File: src/rtl/core/fmo_pkg.sv
`timescale 1ns / 1ps
// ----------------------------------------------------------------------------
// fmo_pkg
// Shared types, constants and table builders for the FM sine oscillator.
// ----------------------------------------------------------------------------
package fmo_pkg;

  localparam int SINE_ENTRIES = 1024;
  localparam int SINE_AW      = $clog2(SINE_ENTRIES);
  localparam int EXP_ENTRIES  = 256;
  localparam int EXP_AW       = $clog2(EXP_ENTRIES);

  localparam logic [63:0] Q30_ONE     = 64'd1073741824;
  localparam logic [63:0] TWO_PI_Q30  = 64'd6746518852;
  localparam logic [63:0] PI_Q30      = 64'd3373259426;
  localparam logic [63:0] HALF_PI_Q30 = 64'd1686629713;
  localparam logic [63:0] LN2_Q30     = 64'd744261118;

  // configuration register indexes
  localparam logic [1:0] REG_C4_STEP     = 2'd0;
  localparam logic [1:0] REG_SECOND_STEP = 2'd1;
  localparam logic [1:0] REG_MOD_AMOUNT  = 2'd2;

  localparam logic [29:0] C4_STEP_RESET     = 30'd25474809;
  localparam logic [31:0] SECOND_STEP_RESET = 32'd97391;
  localparam logic [13:0] MOD_AMOUNT_RESET  = 14'd0;

  localparam logic signed [16:0] PITCH_MAX = 17'sd16384;
  localparam logic signed [16:0] PITCH_MIN = -17'sd16384;

  typedef logic signed [31:0] sine_tab_t [SINE_ENTRIES];
  typedef logic [31:0]        exp_tab_t  [EXP_ENTRIES + 1];

  typedef struct packed {
    logic [29:0] c4_step;
    logic [31:0] second_step;
    logic [13:0] mod_amount;
  } cfg_t;

  // classified pitch: octave 0..8, exp table position and remainder
  typedef struct packed {
    logic [3:0]        oct;
    logic [EXP_AW-1:0] eidx;
    logic [11:0]       rem;
  } cmd_t;

  function automatic logic [63:0] quarter_sin(input logic [63:0] x);
    logic [63:0] t;
    logic signed [63:0] sum;
    t   = x;
    sum = $signed(x);
    for (int n = 1; n <= 12; n++) begin
      t = (t * x) >> 30;
      t = (t * x) >> 30;
      t = t / 64'((2 * n) * (2 * n + 1));
      if (n % 2 == 1) sum = sum - $signed(t);
      else            sum = sum + $signed(t);
    end
    if (sum < 0) sum = 0;
    if (sum > $signed(Q30_ONE)) sum = $signed(Q30_ONE);
    return sum;
  endfunction

  function automatic sine_tab_t build_sine();
    sine_tab_t tab;
    logic [63:0] x;
    logic [63:0] v;
    logic neg;
    for (int k = 0; k < SINE_ENTRIES; k++) begin
      x   = (TWO_PI_Q30 * 64'(k)) / SINE_ENTRIES;
      neg = 1'b0;
      if (x >= PI_Q30) begin
        neg = 1'b1;
        x   = x - PI_Q30;
      end
      if (x > HALF_PI_Q30) x = (x < PI_Q30) ? PI_Q30 - x : 64'd0;
      v = quarter_sin(x);
      tab[k] = neg ? -$signed(v[31:0]) : $signed(v[31:0]);
    end
    return tab;
  endfunction

  function automatic exp_tab_t build_exp();
    exp_tab_t tab;
    logic [63:0] y;
    logic [63:0] t;
    logic [63:0] sum;
    for (int k = 0; k <= EXP_ENTRIES; k++) begin
      y   = (LN2_Q30 * 64'(k)) / EXP_ENTRIES;
      t   = Q30_ONE;
      sum = Q30_ONE;
      for (int n = 1; n <= 20; n++) begin
        t   = ((t * y) >> 30) / 64'(n);
        sum = sum + t;
      end
      tab[k] = sum[31:0];
    end
    return tab;
  endfunction

endpackage

File: src/rtl/core/fmo_if.sv
`timescale 1ns / 1ps
// ----------------------------------------------------------------------------
// fmo_if
// Valid/ready channels carrying pitch words in and audio words out.
// ----------------------------------------------------------------------------
interface fmo_pitch_if;
  logic               valid;
  logic               ready;
  logic signed [15:0] pitch_cv;
  modport source (output valid, output pitch_cv, input ready);
  modport sink (input valid, input pitch_cv, output ready);
endinterface


File: src/rtl/core/fmo_front.sv
`timescale 1ns / 1ps
// ----------------------------------------------------------------------------
// fmo_front
// Accepts pitch words, clamps and splits them, and queues them (2 deep).
// ----------------------------------------------------------------------------
module fmo_front (
  input  logic          clk,
  input  logic          rst,
  fmo_pitch_if.sink     pitch_in,
  output logic          cmd_valid,
  output fmo_pkg::cmd_t cmd,
  input  logic          cmd_pop
);
  import fmo_pkg::*;

  logic signed [16:0] clamped;
  logic [15:0]        off;
  logic [11:0]        f;
  logic [EXP_AW+11:0] pos;
  cmd_t               cmd_in;
  cmd_t               queue [2];
  logic               wr_ptr;
  logic               rd_ptr;
  logic [1:0]         count;
  logic               push;

  always_comb begin
    clamped = 17'(pitch_in.pitch_cv);
    if (clamped > PITCH_MAX) clamped = PITCH_MAX;
    if (clamped < PITCH_MIN) clamped = PITCH_MIN;
    off         = 16'(clamped + 17'sd16384);
    f           = off[11:0];
    pos         = {f, {EXP_AW{1'b0}}};
    cmd_in.oct  = off[15:12];
    cmd_in.eidx = pos[EXP_AW+11:12];
    cmd_in.rem  = pos[11:0];
  end

  assign pitch_in.ready = (count != 2'd2);
  assign push           = pitch_in.valid && pitch_in.ready;
  assign cmd_valid      = (count != 2'd0);
  assign cmd            = queue[rd_ptr];

  always_ff @(posedge clk) begin
    if (push) queue[wr_ptr] <= cmd_in;
    if (rst) begin
      wr_ptr <= 1'b0;
      rd_ptr <= 1'b0;
      count  <= 2'd0;
    end else begin
      if (push) wr_ptr <= ~wr_ptr;
      if (cmd_pop) rd_ptr <= ~rd_ptr;
      count <= count + 2'(push) - 2'(cmd_pop);
    end
  end

endmodule

File: src/flat_wrapper.sv
// flat-port wrapper written by rule: the top's interface ports become plain ports
module fmo_front_flat import fmo_pkg::*;
  (clk, rst, cmd_valid, cmd, cmd_pop, pitch_in_valid, pitch_in_pitch_cv, pitch_in_ready);
  fmo_pitch_if pitch_in_i ();
  input  logic clk;
  input  logic rst;
  output logic cmd_valid;
  output fmo_pkg::cmd_t cmd;
  input  logic cmd_pop;
  input wire logic [$bits(pitch_in_i.valid)-1:0] pitch_in_valid;
  input wire logic [$bits(pitch_in_i.pitch_cv)-1:0] pitch_in_pitch_cv;
  output wire logic [$bits(pitch_in_i.ready)-1:0] pitch_in_ready;
  assign pitch_in_i.valid = pitch_in_valid;
  assign pitch_in_i.pitch_cv = pitch_in_pitch_cv;
  assign pitch_in_ready = pitch_in_i.ready;
  fmo_front u_core (.clk(clk), .rst(rst), .pitch_in(pitch_in_i), .cmd_valid(cmd_valid), .cmd(cmd), .cmd_pop(cmd_pop));
endmodule
File: config.mk
export PLATFORM = sky130hd
export DESIGN_NAME = fmo_front_flat
export DESIGN_NICKNAME = d
export VERILOG_FILES = /design/src/rtl/core/fmo_pkg.sv /design/src/rtl/core/fmo_if.sv /design/src/rtl/core/fmo_front.sv /design/src/flat_wrapper.sv
export SDC_FILE = /design/constraint.sdc
export NUM_CORES = 1
export LEC_CHECK = 0
export ABC_AREA = 1
export BUFFER_PORTS_ARGS = -buffer_cell sky130_fd_sc_hd__buf_2
export CAP_MARGIN = 20
export CORE_UTILIZATION = 46
export CTS_CLUSTER_SIZE = 28
export DETAILED_ROUTE_END_ITERATION = 7
export GPL_ROUTABILITY_DRIVEN = 0
export PLACE_DENSITY = 0.7
export SKIP_CTS_REPAIR_TIMING = 1
export SYNTH_ARGS = -nofsm -noshare
export SYNTH_HDL_FRONTEND = slang
export SYNTH_SLANG_ARGS = --single-unit
export TNS_END_PERCENT = 100
File: constraint.sdc
create_clock -name clk -period 1.78 [get_ports clk]
set_clock_uncertainty 0.1 [all_clocks]
set_input_delay 0.267 -clock clk [delete_from_list [all_inputs] [get_ports clk]]
set_output_delay 0.267 -clock clk [all_outputs]
set_load 0.02 [all_outputs]
=== Word-level counts from Yosys, hierarchy flattened ===
Memories as Yosys holds them, arrays and structs flattened. A register that Yosys moved wholly into a read port is not among the register bits.
Cells that the tools add are included.

* Memories: 1
* Register bits: 4
* Bits in writable memories: 32
* Bits of input ports: 20
* Word-level logic and storage cells: 20
* Output and inout port bits: 26

{| class="wikitable"
|+ Memories
! name !! words !! width !! rd ports !! clocked after memory_dff !! wr ports !! RTL line !! source
|-
| u_core.queue || 2 || 16 || 1 || 1 || 1 || fmo_front.sv:21 || <nowiki>cmd_t queue [2];</nowiki>
|}

* Mux-type cells: 6
* Equal/unequal tests: 1
* Bitwise operators: 2
* Magnitude comparators: 2
* $add $sub $neg: 3
* Reductions and logical operators: 2

{| class="wikitable"
|+ Operators with widths
! kind !! number
|-
| $lt 17x15->1 const B || 1
|-
| $mux 17 || 1
|-
| $add 16x16->16 const B || 1
|-
| $gt 16x16->1 const B || 1
|-
| $mux 16 || 1
|-
| $mux 1 || 4
|-
| $add 2x1->2 || 1
|-
| $ne 2x2->1 const B || 1
|-
| $not 1->1 || 2
|-
| $reduce_bool 2->1 || 1
|-
| $sub 2x1->2 || 1
|-
| $logic_and 1x1->1 || 1
|}

=== Depth between registers and ports, before layout ===
Gate-level depths: netlist (run 1).

* Word-level depth: 5
* Gate-level depth with buffers: 8
* Depth with buffers taken out: 8

=== Least setup slack after synthesis (run 1) ===
OpenSTA, ideal clock, no wires.

* Path type: register to register
* Start point: register u_core.count[0]
* End point: memory u_core.queue[1][0] (netlist name) (enable)
* Arrival time: 1369 ps
* Path buffers: 0
* Setup time: 390 ps
* Stages on the path, launching flop included: 5
* Required time: 1290 ps
* Path slack: -79 ps
* Period minus slack after synthesis: 1859 ps
* Cell sequence: dfxtp_1 inv_2 nand2_1 nand2_1 nor2_1

* Cells in the longest elaborated chain, start to end: 4

{| class="wikitable"
|+ Ends and longest elaborated chain
! element !! RTL line !! source
|-
| from (decl) || fmo_front.sv:24 || <nowiki>logic [1:0] count;</nowiki>
|-
| from (signal assigned) || fmo_front.sv:53 || <nowiki>count <= count + 2'(push) - 2'(cmd_pop);</nowiki>
|-
| $ne 2x2->1 || fmo_front.sv:39 || <nowiki>assign pitch_in.ready = (count != 2'd2);</nowiki>
|-
| via pitch_in_ready || flat_wrapper.sv:12 || <nowiki>output wire logic [$bits(pitch_in_i.ready)-1:0] pitch_in_ready;</nowiki>
|-
| $logic_and 1x1->1 || fmo_front.sv:40 || <nowiki>assign push = pitch_in.valid && pitch_in.ready;</nowiki>
|-
| $mux 1 || fmo_front.sv:45 || <nowiki>if (push) queue[wr_ptr] <= cmd_in;</nowiki>
|-
| $mux 1 (implied by the code) || fmo_front.sv:45 ||
|-
| to (decl) || fmo_front.sv:21 ||
|}

The timed path passes the listed nets, and every way through them passes these cells.

==> results.toml, run 1 <==
[outcome]
status = "finished, final reports clean"

[die]
io_pins = 46
die_w_microns = 62.7
initial_core_util_pct = 49.3
rows = 21
floorplan.die.height_microns = 62.7
die_area_sq_um = 3930
placeableCoreArea_sq_um = 3440

[placed_design]
dp_hpwl_microns = 2020
port-buffer-count = 37
post_dp_cell_area_sq_um = 1900
place_worst_setup_slack_ps = 293
dpl.cell_count = 216

[synth]
netlist-cell-type-count = 22
synth_warnings = 0
synth_area_sq_um = 1700
postSynthCellCount = 135
synth_seq_cells = 37
synth.yosys.seq_area_share_pct = 62.6
syn_area_per_cell_sq_um = 12.6

[detailed_routing]
detailroute.via_count = 1046
drt-pass1-iter-count = 4
post-route-drc-count = 0
detail_route.wirelength_microns = 2900
drt-initial-drc-count = 6
vias_per_cell = 4.69
drt-wirelength-per-cell_microns = 13.0
ant_nets_after_route = 0

[cells_and_area]
areaGrowthSynthToFinish_pct = 17.0
n_fill_cell = 305
final_layout_size_suffix_gt1_share_pct = 39.5
final_nets = 199
postLayoutCoreUtil_pct = 57.7
final_cells = 223
seqCellArea_sq_um = 1060
multi_input_area_sq_um = 544
antenna-diode-count = 0
stdcell_area_sq_um = 1980

[global_route]
grt_antenna_before_repair = 0
number_of_global_route_vias_before_repair = 1013
grt_overflow = 0
grt_first_pass_wirelength_microns = 4700
grt_util_met3_pct = 5.84
groute.layer.met1.usage_pct = 19.1
grt_usage_pct = 16.3
met2_usage_pct = 26.6
grt_start_max_net_pins = 17
grt_most_used_layer = "met2"

[cts]
sinks_on_the_clock_net = 37
numCtsBuffers = 5
tritoncts = "done"
ctsLongestPathBuffers = 2
cts.htree.levels = 2
clock-root-buffer = "sky130_fd_sc_hd__clkbuf_8"
worst_setup_hold_path_clk_slew_ps = 70
clk_latency_worst_skew_pair_ps = 280

[worst_setup_path]
reg2reg_depth = 7
cpPeakStageDelay_ps = 360
endpoint_kind = "primary output"
critPathArrivalTime_ps = 1330
slowest_cp_cell = "sky130_fd_sc_hd__mux2_2"
rr_endpoint = "u_core.count[1]"
critical_path_class = "flop to primary output"
critical_path_buf_inv_count = 2
crit_path_cell_trace = "buf_6 -> mux2_2 -> buf_2"
worstSetupStartpointType = "flop"
timing.critical_path.fanout_max = 16
worst-endpoint-required_ps = 1410
timing.critical_path.max_delay_family = "buffers and inverters"
r2r_start = "u_core.count[0]"
regToRegSetupSlack_ps = 370

[power]
p_per_area_nw_per_um2 = 1070
vdd_drop_max_mv = 0.769
finalPower_mw = 2.13
total_leakage_power_nw = 0.817

[hold_path]
hold-path-cell-count = 2
min_path_type = "input port to flop"
hold_path_end = "u_core.count[0]"
worst_hold_startpoint = "rst"

[sta]
grt_setup_unrepaired = "no"
finalHoldWorstSlack_ps = 103
fmax_ghz = 0.591
layout_min_cycle_time_ps = 1690
timing.final.ws_setup_ps = 87.1
final-max-slew-violation-count = 0
period_share_pct = 95.1
final-hold-violation-count = 0
final.setup.tns_ps = 0
timing.final.setup_violations = 0

[run]
max_cap_violations = 0
-- cell type report --
class                      count  area share (%)
multi-input combinational     85            27.4
clock buffer                   6            3.66
sequential                    37            53.5
inverter                       7            1.32
tap                           46            2.90
clock inverter                 1           0.189
timing repair buffer          41            11.0
-- cells in the final DEF, fill, tap and decap left out --
master                     count
sky130_fd_sc_hd__nand2_2       1
sky130_fd_sc_hd__xnor2_1       2
sky130_fd_sc_hd__inv_1         5
sky130_fd_sc_hd__buf_2        37
sky130_fd_sc_hd__clkbuf_1      1
sky130_fd_sc_hd__buf_6         1
sky130_fd_sc_hd__a21o_1        1
sky130_fd_sc_hd__conb_1        8
sky130_fd_sc_hd__nor2_2        5
sky130_fd_sc_hd__inv_2         2
sky130_fd_sc_hd__nand2_1      21
sky130_fd_sc_hd__mux2_2        6
sky130_fd_sc_hd__buf_4         3
sky130_fd_sc_hd__clkbuf_8      5
sky130_fd_sc_hd__clkinv_1      1
sky130_fd_sc_hd__mux2_1       10
sky130_fd_sc_hd__ha_1          2
sky130_fd_sc_hd__or2_1         1
sky130_fd_sc_hd__nor3_1        1
sky130_fd_sc_hd__edfxtp_1     32
sky130_fd_sc_hd__dfxtp_1       5
sky130_fd_sc_hd__a21oi_1       4
sky130_fd_sc_hd__a21oi_2      10
sky130_fd_sc_hd__nor2_1       13
-- worst max path at each step --
stage,startpoint,endpoint,slack (ps),cells after the start
after floorplan,u_core.count[0],u_core.queue[1][0],170,4
after global placement,flop,cmd[9],360,3
after detailed placement,pitch_in_pitch_cv[0],u_core.queue[0][3],290,5
after CTS,flop,cmd[10],30,3
after global routing,flop,cmd[10],40,3
final,flop,cmd[10],90,3
-- synthesized netlist by cell type --
master / number / area share (%)
sky130_fd_sc_hd__edfxtp_1: 32 / 57
sky130_fd_sc_hd__nand2_1: 21 / 4.6
sky130_fd_sc_hd__nor2_1: 15 / 3.3
sky130_fd_sc_hd__a21oi_2: 10 / 5.2
sky130_fd_sc_hd__buf_4: 10 / 4.4
sky130_fd_sc_hd__mux2_1: 10 / 6.6
sky130_fd_sc_hd__mux2_2: 6 / 4.0
sky130_fd_sc_hd__dfxtp_1: 5 / 5.9
sky130_fd_sc_hd__inv_1: 5 / 1.1
sky130_fd_sc_hd__a21oi_1: 4 / 1.2
sky130_fd_sc_hd__nor2_2: 3 / 1.1
sky130_fd_sc_hd__ha_1: 2 / 1.5
sky130_fd_sc_hd__inv_2: 2 / 0.44
sky130_fd_sc_hd__xnor2_1: 2 / 1.0
sky130_fd_sc_hd__a21o_1: 1 / 0.44
sky130_fd_sc_hd__buf_2: 1 / 0.29
sky130_fd_sc_hd__buf_6: 1 / 0.66
sky130_fd_sc_hd__clkbuf_1: 1 / 0.22
sky130_fd_sc_hd__conb_1: 1 / 0.22
sky130_fd_sc_hd__nand2_2: 1 / 0.37
sky130_fd_sc_hd__nor3_1: 1 / 0.29
sky130_fd_sc_hd__or2_1: 1 / 0.37
-- report_power, final --
group | total (mW) | switching, mW | internal [mW]
sequential | 1.10 | 0.0284 | 1.07
combinational | 0.509 | 0.324 | 0.185
clock | 0.519 | 0.255 | 0.263
-- state kept, by name (all words and copies together) (netlist names), named ones only --
| register | count |
|---|---|
| u_core.rd_ptr | 1 |
| u_core.count | 2 |
| u_core.queue | 32 |
| u_core.wr_ptr | 1 |
-- logic make-up (layout without fill, tap and decap cells) --
kind of cell	count (synthesis)	after routing	synth area share, %
xor gates and xnor gates	2	2	1.03
other	1	8	0.221
DFF	37	37	62.6
buffers and inverters	20	55	7.16
adders and majority gates	2	2	1.48
muxes	16	16	10.6
and+or+nand+nor	42	42	10.1
AOI/OAI and AO/OA	15	15	6.79
-- per-layer routing --
metal / wire length [microns] / vias to the layer above
li1: - / 529
met1: 1290 / 487
met2: 1470 / 28
met3: 120 / 2
met4: 22 / 0
met5: 0 / -
(Power assumes the default switching activity.)
==> inputs of run 2 (changes only) <==
--- a/config.mk
+++ b/config.mk
@@ -5,14 +5,13 @@
 export SDC_FILE = /design/constraint.sdc
 export NUM_CORES = 1
 export LEC_CHECK = 0
-export ABC_AREA = 1
 export BUFFER_PORTS_ARGS = -buffer_cell sky130_fd_sc_hd__buf_2
 export CAP_MARGIN = 20
 export CORE_UTILIZATION = 46
 export CTS_CLUSTER_SIZE = 28
 export DETAILED_ROUTE_END_ITERATION = 7
 export GPL_ROUTABILITY_DRIVEN = 0
-export PLACE_DENSITY = 0.7
+export PLACE_DENSITY = 0.71
 export SKIP_CTS_REPAIR_TIMING = 1
 export SYNTH_ARGS = -nofsm -noshare
 export SYNTH_HDL_FRONTEND = slang
==> run 2 against run 1 <==
  * Synthesized area is 3.0% lower
  * Synthesized cell count fell by 24%
  * Sequential power about the same
  * Power fell by 2.5%
  * Sequential share of layout area grew 2.0 points
  * Wire length down 13%
  * Register-to-register slack worse by 100 ps
  * Worst setup slack worse by 9.4 ps
  * Count of clock-buffer cells in the layout rose by 2
  * Critical endpoint is now cmd[15]
  * Largest cell class unchanged
  * Highest routed layer unchanged
==> results.toml, run 2 <==
[detailed_routing]
detailroute.via_count = 882
detail_route.wirelength_microns = 2520
drt-wirelength-per-cell_microns = 12.9
vias_per_cell = 4.52
post-route-drc-count = 0
drt-pass1-iter-count = 4
ant_nets_after_route = 0
drt-initial-drc-count = 30

[worst_setup_path]
worst-endpoint-required_ps = 1410
crit_end = "cmd[15]"
critPathArrivalTime_ps = 1340
reg2reg_depth = 6
regToRegSetupSlack_ps = 270
rr_endpoint = "u_core.count[1]"
critical_path_cell_count = 3
critical_path_buf_inv_count = 2
crit_path_cell_trace = "buf_6 -> mux2_1 -> buf_2"
r2r_start = "u_core.count[0]"
timing.critical_path.fanout_max = 7
cpPeakStageDelay_ps = 380
endpoint_kind = "primary output"
slowest_cp_cell = "sky130_fd_sc_hd__dfxtp_4"
timing.critical_path.max_delay_family = "flip-flops"
worstSetupStartpointType = "flop"
critical_path_class = "flop to primary output"

[cells_and_area]
layout_common_cells = "sky130_fd_sc_hd__buf_2, sky130_fd_sc_hd__edfxtp_1, sky130_fd_sc_hd__mux2_4, sky130_fd_sc_hd__and2_4, sky130_fd_sc_hd__conb_1"
postLayoutCoreUtil_pct = 56.7
biggestRegsByFlops = "u_core.queue (32), u_core.count (2)"
largest_register_ff_count = 32
regMostFlops = "u_core.queue"
areaGrowthSynthToFinish_pct = 16.7
final_common_cell = "sky130_fd_sc_hd__buf_2"
antenna-diode-count = 0
final_cells = 195
final_nets = 170
final_layout_size_suffix_gt1_share_pct = 47.0

[power]
sw_share_pct = 28.5
p_int_mw = 1.48
share_comb_of_total_power_pct = 26.6
total_leakage_power_nw = 0.809
vdd_drop_max_mv = 0.634
p_per_area_nw_per_um2 = 1080
power.share.sequential_pct = 54.2
power.switching_mw = 0.593
clkPwrFrac_pct = 19.2

[cts]
cts.htree.levels = 2
sinks_on_the_clock_net = 37
clock-root-buffer = "sky130_fd_sc_hd__clkbuf_4"
clk_latency_worst_skew_pair_ps = 320
ctsLongestPathBuffers = 2
worst_setup_hold_path_clk_slew_ps = 100
numCtsBuffers = 5
tritoncts = "done"

[outcome]
status = "finished, final reports clean"

[global_route]
grt_overflow = 0
grt_antenna_before_repair = 0
grt_first_pass_wirelength_microns = 3650
met2_usage_pct = 24.3
groute.layer.met1.usage_pct = 15.1
grt_start_max_net_pins = 17
grt_usage_pct = 14.5
number_of_global_route_vias_before_repair = 829
grt_most_used_layer = "met2"
grt_util_met3_pct = 7.87

[synth]
synth.yosys.seq_area_share_pct = 64.5
post_synth_most_frequent_cells = "sky130_fd_sc_hd__edfxtp_1, sky130_fd_sc_hd__and2_4, sky130_fd_sc_hd__mux2_4, sky130_fd_sc_hd__buf_4"
synth_async_sr_flop_share_pct = 0
postSynthCellCount = 103
synth_top_flop_cell = "sky130_fd_sc_hd__edfxtp_1"
synth.largest_area_cell = "sky130_fd_sc_hd__edfxtp_1"
synth_top_area_share_pct = 58.4
synth_enable_flop_cells = 32
syn_area_per_cell_sq_um = 16.0
post-synth-top-count-cell = "sky130_fd_sc_hd__edfxtp_1"
synth_warnings = 0
synth_seq_cells = 37
post_synth_main_area_contributors = "sky130_fd_sc_hd__edfxtp_1, sky130_fd_sc_hd__mux2_4, sky130_fd_sc_hd__dfxtp_1, sky130_fd_sc_hd__and2_4, sky130_fd_sc_hd__mux2_1"
synth_area_sq_um = 1650
netlist-cell-type-count = 22

[placed_design]
port-buffer-count = 37
dpl.cell_count = 186
dp_hpwl_microns = 1770

[sta]
grt_setup_unrepaired = "no"
layout_min_cycle_time_ps = 1700
timing.final.setup_violations = 0
fmax_ghz = 0.587
worst_slew_pin_slew_ps = 685
period_share_pct = 95.6
final-max-slew-violation-count = 0
final-hold-violation-count = 0
headroom_to_the_max_slew_limit_pct = 54.1

[die]
die_w_microns = 61.8
rows = 21
floorplan.die.height_microns = 61.8
die_area_sq_um = 3820
initial_core_util_pct = 48.5
io_pins = 46
placeableCoreArea_sq_um = 3390

[hold_path]
min_path_type = "input port to flop"

[run]
max_cap_violations = 0
## run 2: cell type report
cell class,instances,area (sq um)
Fill cell,283,1470
Sequential cell,37,1060
Multi-Input combinational cell,60,512
Timing Repair Buffer,42,230
Tap cell,46,57.6
Clock buffer,8,48.8
Inverter,2,7.51
## run 2: cells by family (layout without fill, tap and decap cells)
family	Yosys count	after routing	share of synthesized area [%]
other cells	1	8	0.228
compound gates	1	1	0.304
fa+ha+maj	2	2	1.52
flops	37	37	64.5
buf+inv	13	52	6.16
simple gates	30	30	12.0
mux	16	16	13.2
xor+xnor	3	3	2.05
## run 2: per-stage QoR
step / power [mW] / setup WS [ps] / hold WS, ps / TNS, ps / instance area, sq um
floorplan: 1.55 / 27.9 / 239 / 0 / 1670
global placement: 1.68 / 269 / 384 / 0 / 1850
detailed placement: 1.70 / 263 / 400 / 0 / 1850
CTS: 2.09 / -110 / 60.7 / -1110 / 1900
global route: 2.20 / 12.0 / 74.1 / 0 / 1920
finish: 2.08 / 77.7 / 67.7 / 0 / 1920
## run 2: per-layer routing
layer	vias up	share of wire, %
li1	436	-
met1	413	40
met2	29	53
met3	4	6.2
met4	0	1.3
met5	-	0
## run 2: worst min-delay path by stage
stage	start	depth (start not counted)	slack, ps	endpoint
floorplan	rst	1	240	u_core.count[0]
global placement	u_core.wr_ptr	2	380	u_core.wr_ptr
detailed placement	u_core.wr_ptr	2	400	u_core.wr_ptr
CTS	rst	2	60	u_core.rd_ptr
global route	rst	2	70	flop
finish	rst	2	70	u_core.rd_ptr
## run 2: power groups by stage
stage / Clock (mW) / Sequential, mW / Combinational, mW
final: 0.399 / 1.13 / 0.552
after global routing: 0.449 / 1.14 / 0.611
after CTS: 0.410 / 1.13 / 0.554
after detailed placement: 0 / 1.15 / 0.552
after global placement: 0 / 1.14 / 0.538
after floorplan: 0 / 1.13 / 0.417
